## src/rtl/e2g_pkg.sv

```systemverilog
`default_nettype none

package e2g_pkg;

    // Field widths of the two items.
    localparam int DayW   = 5;
    localparam int MonthW = 4;
    localparam int YearW  = 14;

    // Named Ethiopian months that the conversion treats specially.
    localparam logic [MonthW-1:0] MONTH_YEKATIT = 4'd5;
    localparam logic [MonthW-1:0] MONTH_PAGUME  = 4'd12;

    // Gregorian year addend that applies to Yekatit.
    localparam logic [3:0] YEKATIT_YADD = 4'd8;

    // Reciprocal of 25 scaled by 2^20, exact for any 15-bit dividend.
    localparam int          RecipShift = 20;
    localparam logic [15:0] RECIP_25   = 16'd41944;

    typedef struct packed {
        logic [DayW-1:0]   eth_day;
        logic [MonthW-1:0] eth_month;
        logic [YearW-1:0]  eth_year;
    } eth_date_t;

    typedef struct packed {
        logic [DayW-1:0]   greg_day;
        logic [MonthW-1:0] greg_month;
        logic [YearW-1:0]  greg_year;
        logic              valid_res;
    } greg_date_t;

    // Per-month tables; entries above Pagume are never used.
    localparam logic [DayW-1:0] SPLIT_BASE [16] = '{
        5'd20, 5'd21, 5'd21, 5'd22, 5'd23, 5'd21, 5'd22, 5'd22,
        5'd23, 5'd23, 5'd24, 5'd25, 5'd31, 5'd0, 5'd0, 5'd0
    };
    localparam logic [DayW-1:0] LOW_OFFSET [16] = '{
        5'd10, 5'd10, 5'd9, 5'd9, 5'd8, 5'd7, 5'd9, 5'd8,
        5'd8, 5'd7, 5'd7, 5'd6, 5'd5, 5'd0, 5'd0, 5'd0
    };
    localparam logic [MonthW-1:0] LOW_GMONTH [16] = '{
        4'd9, 4'd10, 4'd11, 4'd12, 4'd1, 4'd2, 4'd3, 4'd4,
        4'd5, 4'd6, 4'd7, 4'd8, 4'd9, 4'd0, 4'd0, 4'd0
    };
    localparam logic [MonthW-1:0] HIGH_GMONTH [16] = '{
        4'd10, 4'd11, 4'd12, 4'd1, 4'd2, 4'd3, 4'd4, 4'd5,
        4'd6, 4'd7, 4'd8, 4'd9, 4'd9, 4'd0, 4'd0, 4'd0
    };
    localparam logic [3:0] LOW_YADD [16] = '{
        4'd7, 4'd7, 4'd7, 4'd7, 4'd8, 4'd8, 4'd8, 4'd8,
        4'd8, 4'd8, 4'd8, 4'd8, 4'd8, 4'd0, 4'd0, 4'd0
    };
    localparam logic [3:0] HIGH_YADD [16] = '{
        4'd7, 4'd7, 4'd7, 4'd8, 4'd8, 4'd8, 4'd8, 4'd8,
        4'd8, 4'd8, 4'd8, 4'd8, 4'd8, 4'd0, 4'd0, 4'd0
    };

endpackage

`default_nettype wire

```

## src/rtl/e2g_convert.sv

```systemverilog
`default_nettype none

module e2g_convert (
    input  wire e2g_pkg::eth_date_t  eth,
    output e2g_pkg::greg_date_t      greg
);
    import e2g_pkg::*;

    logic                 leap;
    logic [14:0]          gy;
    logic [30:0]          prod;
    logic [9:0]           quot;
    logic [14:0]          rem25;
    logic                 greg_leap;
    logic [DayW-1:0]      split;
    logic                 low_side;
    logic [YearW-1:0]     year_low;
    logic [YearW-1:0]     year_high;

    always_comb
    begin
        // The previous Ethiopian year was a leap year when this year is a multiple of four.
        leap = (eth.eth_month <= MONTH_YEKATIT) && (eth.eth_year[1:0] == 2'b00);

        // Gregorian leap test on the year that Yekatit falls in; divisibility by 25
        // comes from a reciprocal multiply, and by 100 or 400 follows with 4 or 16.
        gy        = {1'b0, eth.eth_year} + 15'(YEKATIT_YADD);
        prod      = 31'(gy) * 31'(RECIP_25);
        quot      = prod[RecipShift+9:RecipShift];
        rem25     = gy - 15'({quot, 4'b0000}) - 15'({quot, 3'b000}) - 15'(quot);
        greg_leap = (gy[1:0] == 2'b00) && ((rem25 != 15'd0) || (gy[3:0] == 4'b0000));

        // Split day of the month after both leap corrections.
        split = SPLIT_BASE[eth.eth_month] - 5'(leap)
              + 5'((eth.eth_month == MONTH_YEKATIT) && greg_leap);
        low_side = (eth.eth_day <= split);

        year_low  = eth.eth_year + 14'(LOW_YADD[eth.eth_month]);
        year_high = eth.eth_year + 14'(HIGH_YADD[eth.eth_month]);

        // Select the side of the split; months beyond Pagume give an all-zero result.
        greg = '0;
        if (eth.eth_month <= MONTH_PAGUME)
        begin
            greg.valid_res = 1'b1;
            if (low_side)
            begin
                greg.greg_day   = eth.eth_day + LOW_OFFSET[eth.eth_month] + 5'(leap);
                greg.greg_month = LOW_GMONTH[eth.eth_month];
                greg.greg_year  = year_low;
            end
            else
            begin
                greg.greg_day   = eth.eth_day - split;
                greg.greg_month = HIGH_GMONTH[eth.eth_month];
                greg.greg_year  = year_high;
            end
        end
    end

endmodule

`default_nettype wire

```

## src/rtl/ethiopian_to_gregorian_date.sv

```systemverilog
// Converts an Ethiopian date item into a Gregorian date item. The block is a two-stage
// pipeline. An input register holds the accepted date. The conversion logic (table
// lookups, one constant multiply for the century leap test, a compare and an add)
// sits between that register and the result register. One item is accepted every
// cycle while the output is not stalled. Each result goes from the input register
// through the result register to greg_date. A stalled output fills both
// registers before eth_ready drops. Months above Pagume give an all-zero result with
// valid_res low. There is no configuration and reset only clears the valid flags.
`default_nettype none

module ethiopian_to_gregorian_date (
    input  wire                      clk,
    input  wire                      rst_n,
    input  wire                      eth_valid,
    output logic                     eth_ready,
    input  wire e2g_pkg::eth_date_t  eth_date,
    output logic                     greg_valid,
    input  wire                      greg_ready,
    output e2g_pkg::greg_date_t      greg_date
);
    import e2g_pkg::*;

    logic       in_valid_reg;
    eth_date_t  in_date_reg;
    logic       greg_valid_reg;
    greg_date_t greg_date_reg;
    greg_date_t greg_date_next;
    logic       out_advance;
    logic       in_advance;

    // Each stage moves on when the stage after it is empty or being emptied.
    assign out_advance = !greg_valid_reg || greg_ready;
    assign in_advance  = !in_valid_reg || out_advance;
    assign eth_ready   = in_advance;

    // Input register.
    always_ff @(posedge clk or negedge rst_n)
    begin
        if (!rst_n)
        begin
            in_valid_reg <= 1'b0;
        end
        else if (in_advance)
        begin
            in_valid_reg <= eth_valid;
        end
    end

    always_ff @(posedge clk)
    begin
        if (in_advance && eth_valid)
        begin
            in_date_reg <= eth_date;
        end
    end

    // Conversion logic.
    e2g_convert u_convert (
        .eth  (in_date_reg),
        .greg (greg_date_next)
    );

    // Result register.
    always_ff @(posedge clk or negedge rst_n)
    begin
        if (!rst_n)
        begin
            greg_valid_reg <= 1'b0;
        end
        else if (out_advance)
        begin
            greg_valid_reg <= in_valid_reg;
        end
    end

    always_ff @(posedge clk)
    begin
        if (out_advance && in_valid_reg)
        begin
            greg_date_reg <= greg_date_next;
        end
    end

    assign greg_valid = greg_valid_reg;
    assign greg_date  = greg_date_reg;

endmodule

`default_nettype wire

```

## config.mk

```make
export PLATFORM = sky130hd
export DESIGN_NAME = ethiopian_to_gregorian_date
export DESIGN_NICKNAME = d
export VERILOG_FILES = /design/src/rtl/e2g_pkg.sv /design/src/rtl/e2g_convert.sv /design/src/rtl/ethiopian_to_gregorian_date.sv
export SDC_FILE = /design/constraint.sdc
export NUM_CORES = 1
export LEC_CHECK = 0
export BUFFER_PORTS_ARGS = -buffer_cell sky130_fd_sc_hd__buf_2
export CORE_UTILIZATION = 40
export CTS_BUF_LIST = sky130_fd_sc_hd__clkbuf_2
export CTS_CLUSTER_DIAMETER = 50
export CTS_CLUSTER_SIZE = 28
export DETAILED_ROUTE_END_ITERATION = 16
export PLACE_DENSITY_LB_ADDON = 0.25
export SLEW_MARGIN = 5
export SYNTH_ARGS = -nofsm -noshare
export SYNTH_HDL_FRONTEND = slang
export SYNTH_HIERARCHICAL = 1
export SYNTH_SLANG_ARGS = --single-unit
```

## constraint.sdc

```tcl
create_clock -name clk -period 15.2 [get_ports clk]
set_input_delay 0.76 -clock clk [delete_from_list [all_inputs] [get_ports clk]]
set_output_delay 0.76 -clock clk [all_outputs]
set_load 0.005 [all_outputs]
```

* Yosys cells after proc, flatten, opt, wreduce, memory -nomap -nowiden
Memory sizes are Yosys's and may differ from the RTL's.
Index checks and enable logic that the tools add are counted.
** Word-level totals
- Output and inout bits :: 26
- Memories kept :: 6
- Register bits :: 49
- Input port bits :: 27
- Word-level logic and storage cells :: 61
- ROM bits :: 416
** Memories
- (no name shown) :: words 16, width 5, rd ports 1, clocked after memory_dff 0, wr ports 0, line e2g_convert.sv:48 : greg.greg_day = eth.eth_day + LOW_OFFSET[eth.eth_month] + 5'(leap);
- (no name shown) :: words 16, width 5, rd ports 1, clocked after memory_dff 0, wr ports 0, line e2g_convert.sv:34 : split = SPLIT_BASE[eth.eth_month] - 5'(leap)
- (no name shown) :: words 16, width 4, rd ports 1, clocked after memory_dff 0, wr ports 0, line e2g_convert.sv:38 : year_low = eth.eth_year + 14'(LOW_YADD[eth.eth_month]);
- (no name shown) :: words 16, width 4, rd ports 1, clocked after memory_dff 0, wr ports 0, line e2g_convert.sv:39 : year_high = eth.eth_year + 14'(HIGH_YADD[eth.eth_month]);
- (no name shown) :: words 16, width 4, rd ports 1, clocked after memory_dff 0, wr ports 0, line e2g_convert.sv:49 : greg.greg_month = LOW_GMONTH[eth.eth_month];
- (no name shown) :: words 16, width 4, rd ports 1, clocked after memory_dff 0, wr ports 0, line e2g_convert.sv:55 : greg.greg_month = HIGH_GMONTH[eth.eth_month];
** Operators by class
- Bitwise logic cells :: 1
- Magnitude comparators :: 4
- Mux-type cells :: 14
- $add $sub $neg :: 11
- $mul :: 1
- Reductions and logical operators :: 14
- Equal/unequal tests :: 1
** Operator list (count)
- $mux 4 :: 8
- $add 14x4->14 :: 2
- $mul 15x13->27 const B :: 1
- $mux 23 :: 1
- $mux 5 :: 4
- $add 14x4->15 const B :: 1
- $reduce_bool 15->1 :: 1
- $sub 15x10->15 :: 1
- $sub 15x13->15 :: 1
- $sub 15x14->15 :: 1
- $add 5x1->5 :: 2
- $add 5x5->5 :: 1
- $ge 5x5->1 const B :: 1
- $le 5x5->1 :: 1
- $logic_and 1x1->1 :: 5
- $not 4->5 :: 1
- $sub 5x1->5 :: 1
- $sub 5x5->5 :: 1
- $eq 4x3->1 const B :: 1
- $le 4x3->1 const B :: 1
- $le 4x4->1 const B :: 1
- $logic_not 2->1 :: 2
- $logic_not 4->1 :: 1
- $logic_or 1x1->1 :: 3
- other kinds (2) :: 3

* Depth between registers and ports, before layout
- Depth after elaboration :: 12
- Gate-level depth with buffers :: 62
- Depth with buffers taken out :: 59

* Modules after synthesis
Netlist, hierarchy kept.
** Modules (own cells, without submodules)
- e2g_convert :: seq. area each 0.0 µm², cells an instance 767, area each 6421.2 µm², times used 1
- ethiopian_to_gregorian_date :: seq. area each 1461.4 µm², cells an instance 55, area each 1515.2 µm², times used 1

* Worst setup path after synthesis
Ideal clock, no wire load.
- Path type :: flip-flop to flip-flop
- Start point :: reg in_date_reg[5] (netlist name)
- End point :: reg greg_date_reg, in the netlist greg_date[12], data pin
- Data required time :: 14.934 ns
- Library setup time :: 0.266 ns
- Path buffers :: 2
- Period minus slack after synthesis :: 13.045 ns
- Cell stages (with the launch flop) :: 57
- Data arrival time :: 12.779 ns
- Path slack :: 2.155 ns
- Cell sequence :: edfxtp_1 > buf_1 > and4_2 > nand4_1 > xnor2_1 > inv_1 > ha_1 > o21bai_1 > ha_1 > fa_1 > fa_1 > inv_1 > fa_1 > inv_1 > ha_1 > and4_1 > a21boi_1 > a41oi_2 > [... 21 more ...] > fa_1 > inv_1 > ha_1 > nor2b_1 > o21ai_0 > nand2b_1 > a21o_1 > a21oi_1 > a31oi_1 > a211oi_1 > ha_1 > a21o_1 > a21oi_1 > nor2b_1 > o21ai_1 > or3_2 > xnor2_1 > nor2_1
** Between the ends
- Word-level cells in the longest chain between the ends :: 12
- Elaborated cells on any way between the ends :: 14
- Those cells by class :: 7 x add/sub; 1 x mul; 1 x order compare; 1 x mux; 4 x reduce/logical
** Ends and longest elaborated chain
- start: declaration :: line ethiopian_to_gregorian_date.sv:24 : eth_date_t in_date_reg;
- start signal: assignment :: line ethiopian_to_gregorian_date.sv:53 : in_date_reg <= eth_date;
- $add 14x4->15 :: line e2g_convert.sv:27 : gy = {1'b0, eth.eth_year} + 15'(YEKATIT_YADD);
- $mul 15x13->27 :: line e2g_convert.sv:28 : prod = 31'(gy) * 31'(RECIP_25);
- $sub 15x14->15 :: line e2g_convert.sv:30 : rem25 = gy - 15'({quot, 4'b0000}) - 15'({quot, 3'b000}) - 15'(quot);
- $sub 15x13->15 :: line e2g_convert.sv:30
- $sub 15x10->15 :: line e2g_convert.sv:30
- $reduce_bool 15->1 :: line e2g_convert.sv:31 : greg_leap = (gy[1:0] == 2'b00) && ((rem25 != 15'd0) || (gy[3:0] == 4'b0000));
- $logic_or 1x1->1 :: line e2g_convert.sv:31
- $logic_and 1x1->1 :: line e2g_convert.sv:31
- $logic_and 1x1->1 :: line e2g_convert.sv:35 : + 5'((eth.eth_month == MONTH_YEKATIT) && greg_leap);
- $add 5x1->5 :: line e2g_convert.sv:35
- $le 5x5->1 :: line e2g_convert.sv:36 : low_side = (eth.eth_day <= split);
- $mux 23 * :: line e2g_convert.sv:46 : if (low_side)
- end signal: assignment :: line ethiopian_to_gregorian_date.sv:80 : greg_date_reg <= greg_date_next;
- end: declaration :: line ethiopian_to_gregorian_date.sv:26 : greg_date_t greg_date_reg;
Mark *: on every way between the ends. The rest lies on a longest branch, timed or not.
A chain may end at the register's enable or synchronous reset.

* Worst setup path in the final report
- Start point :: reg in_date_reg[6] (netlist name)
- End point :: reg greg_date_reg, in the netlist greg_date[9], data pin
The elaborated chain is that of the path after synthesis.

==> impl_results.md <==
* Status: finished, final reports clean
* Number of library cell types mapped by synthesis at 66
* Via count of the first global-routing pass at around 6.0k
* Detailed-placement wirelength estimate at 14760 um
* Pre-antenna DRT Iters at 5
* Avg WL per Cell at 14.87 um
* Number of placement rows at 51
* Maximum number of pins on one net before global-route repair at 25
* Top area cells in the synthesized netlist: ha_1 (23%), fa_1 (20%), edfxtp_1 (18%)
* Setup TNS Final at 0 ps
* Mean post-synth cell area at approximately 9.7 um^2
* Critical Path Max Stage Delay at between 600 and 700 ps
* Clock Path Buffers at 2
* Cell count after synthesis at a little over 800
* Combined global-route utilization of all metal layers at 18.37%
* Clock Root Buffer: clkbuf_2
* Crit end category: flop
* Number of flip-flops and latches in the synthesized netlist at between 40 and 50
* Leading cell type in the layout, fill and taps excluded: inv_1
* Total die area at between 20000 and 25000 um^2
* Final-layout fill cell count at ~1.9k
* Starting utilization of the core area at 40.78%
* Worst setup slack before clock tree synthesis at approximately 430 ps
* Antenna violations before repair at 0
* Crit path launch type: flop
* TritonCTS clock tree: done
* Clock sink count at 49
* Clock transition at path regs at around 280 ps
* Largest register FFs at 24
* Max-Slew Margin vs Limit at between 50% and 60%
* Synth warn at 6
* Vias per cell at 4.956
* Ys async rst share at roughly 4.1%
* Antenna-violating nets left at 0
* Fin crit share at 92.43%
* Hold Fails Final Rpt at 0
* Worst Setup Slack, final at roughly 1200 ps
* Count of routing violations after the opening detailed-route iteration at 186
* Number of enable flip-flop cells after synthesis at between 40 and 50
* Core Area at approximately 19000 um^2
* Vias post-DR at about 5.7k
* Global route overflow at 0
* Cell with the biggest individual delay on the critical path: fa_1
* Source of the worst register-to-register timing path: in_date_reg[6]
* Remaining design rule violation count at 0
* Area growth syn-to-layout at 9.648%
* Max cap viols at 0
* Dominant synthesized flop cell: edfxtp_1
* Hold_ws at 449.6 ps
* Fraction of layout cells with a size suffix above 1 at between 10% and 20%
* Antenna Cells at 0
* Synth Cell Area at 7936 um^2
* Slew at the pin closest to its max-slew limit at 674.8 ps
* Time the worst path needs with I/O delays and setup at about 14000 ps
* Cell count of the worst hold path at 1
* End point of the worst hold path: in_date_reg[16]
* Data arrival time of the critical path at 14300 ps
* Hold Crit Class: in2reg
* Register-to-Register Setup Slack at between 1000 and 1500 ps
* Nets@finish at between 1k and 1.5k
* Count of boundary I/O pins at 53
* Wire length reported by the detailed router at 17100 um
* Fraction of synthesized cell area taken by the top area cell type at between 20 and 25%
* Reg2Reg Capture Point: greg_date[9]
* Die height at between 100 and 150 um
* Post-Synthesis Net Count at around 1.1k
* Cell type with the highest aggregate area in the netlist: ha_1
* Cells on worst reg2reg path at 53
* Startpoint of the lowest-slack hold path: eth_date[16]
* Highest clock rate at 71.18 MHz
* GPL Wtd Cong at 0.8946
* Required time of the critical path at between 15000 and 20000 ps
* Setup violators final at 0
* Insertion delay to the later sink of the worst-skew pair at between 400 and 500 ps
* Port Buffers at 52
* Final clock skew at roughly 43 ps
* Crit path max fanout at 8
* Commonest cells after routing, fill and taps aside: inv_1 (163), ha_1 (143), fa_1 (80)
* Share of the yosys chip area belonging to registers at ~18%
* Die width at around 140 um
* Number of H-tree levels at 2
* Setup Crit Path Kind: reg2reg
* Number of max-slew violations in the final report at 0
* Final core occ at around 45%
* CTS Buf Count at 5
* Unrepaired setup endpoints after global routing: false
* Wire length of the first global-routing pass at just under 30000 um
[cell usage after synthesis (all sizes together), types with 6 or more instances]
cell and number:
nand2b 12, inv 164, ha 143, nand2 37, xor2 27, a21o 15
fa 80, nor2b 11, a211oi 7, nand3 15, buf 7, o21ai 25
or3 6, nand4 9, nor2 47, mux2i 8, edfxtp 47, nor3 11
xnor2 36, clkbuf 8, a21oi 43
[cell type report]
cell class / count / area, um^2 / share of cell area [%]
inverter: 165 / 619.3 / 7.117
timing repair buffer: 70 / 397.9 / 4.572
clock inverter: 3 / 47.55 / 0.5464
clock buffer: 5 / 25.02 / 0.2876
sequential: 49 / 1461 / 16.79
multi-input combinational: 593 / 5819 / 66.87
tap: 265 / 331.6 / 3.810
[worst max path at each step]
stage                              start             to  slack [ps]  cells past startpoint
after detailed placement  in_date_reg[4]  greg_date[12]         430                     52
after global routing      in_date_reg[6]   greg_date[9]          20                     53
after CTS                 in_date_reg[5]  greg_date[12]         370                     53
after global placement    in_date_reg[5]  greg_date[12]         660                     53
final                     in_date_reg[6]   greg_date[9]        1150                     53
after floorplan           in_date_reg[5]  greg_date[12]        2150                     56
[metal layers]
layer  wire [um]  global-route usage (%)
met5           0                       0
met4         106                   2.320
met3         462                   2.146
met2        8128                   32.09
met1        8405                   24.94
[repair_timing]
action | CTS | global route
endpoints found under the hold margin | 2 | 0
gates resized for setup | 0 | 7
hold buffers | 1 | 0
setup endpoints to repair | 0 | 11
setup buffers | 0 | 5
[cells by family after synthesis]
group,after synthesis,synth area share [%]
xor+xnor,63,6.953
compound gates,128,10.66
fa+ha+maj,223,42.72
buf+inv,180,8.860
mux,8,1.009
simple gates,171,11.38
flops,49,18.41
[stage by stage]
step           instance area [um^2]  instances
3_3_place_gp                   8534       1136
2_1_floorplan                  7936        822
5_1_grt                        8702       1150
3_5_place_dp                   8534       1136
4_1_cts                        8617       1145
6_report                       8702       1150
[critical path: cells and delay by family, from the launching register on]
| family | cells | cell delay [ps] |
|---|---|---|
| AO/OA/AOI/OAI | 16 | 3760 |
| XOR/XNOR | 3 | 720 |
| adder cells (fa/ha/maj) | 14 | 5280 |
| buffers and inverters | 5 | 530 |
| flip-flops | 1 | 590 |
| AND/OR/NAND/NOR | 15 | 3020 |
Power is left out: the tool's default activity adds up to more than one toggle a clock period on the data nets, which glitch-free logic cannot reach.
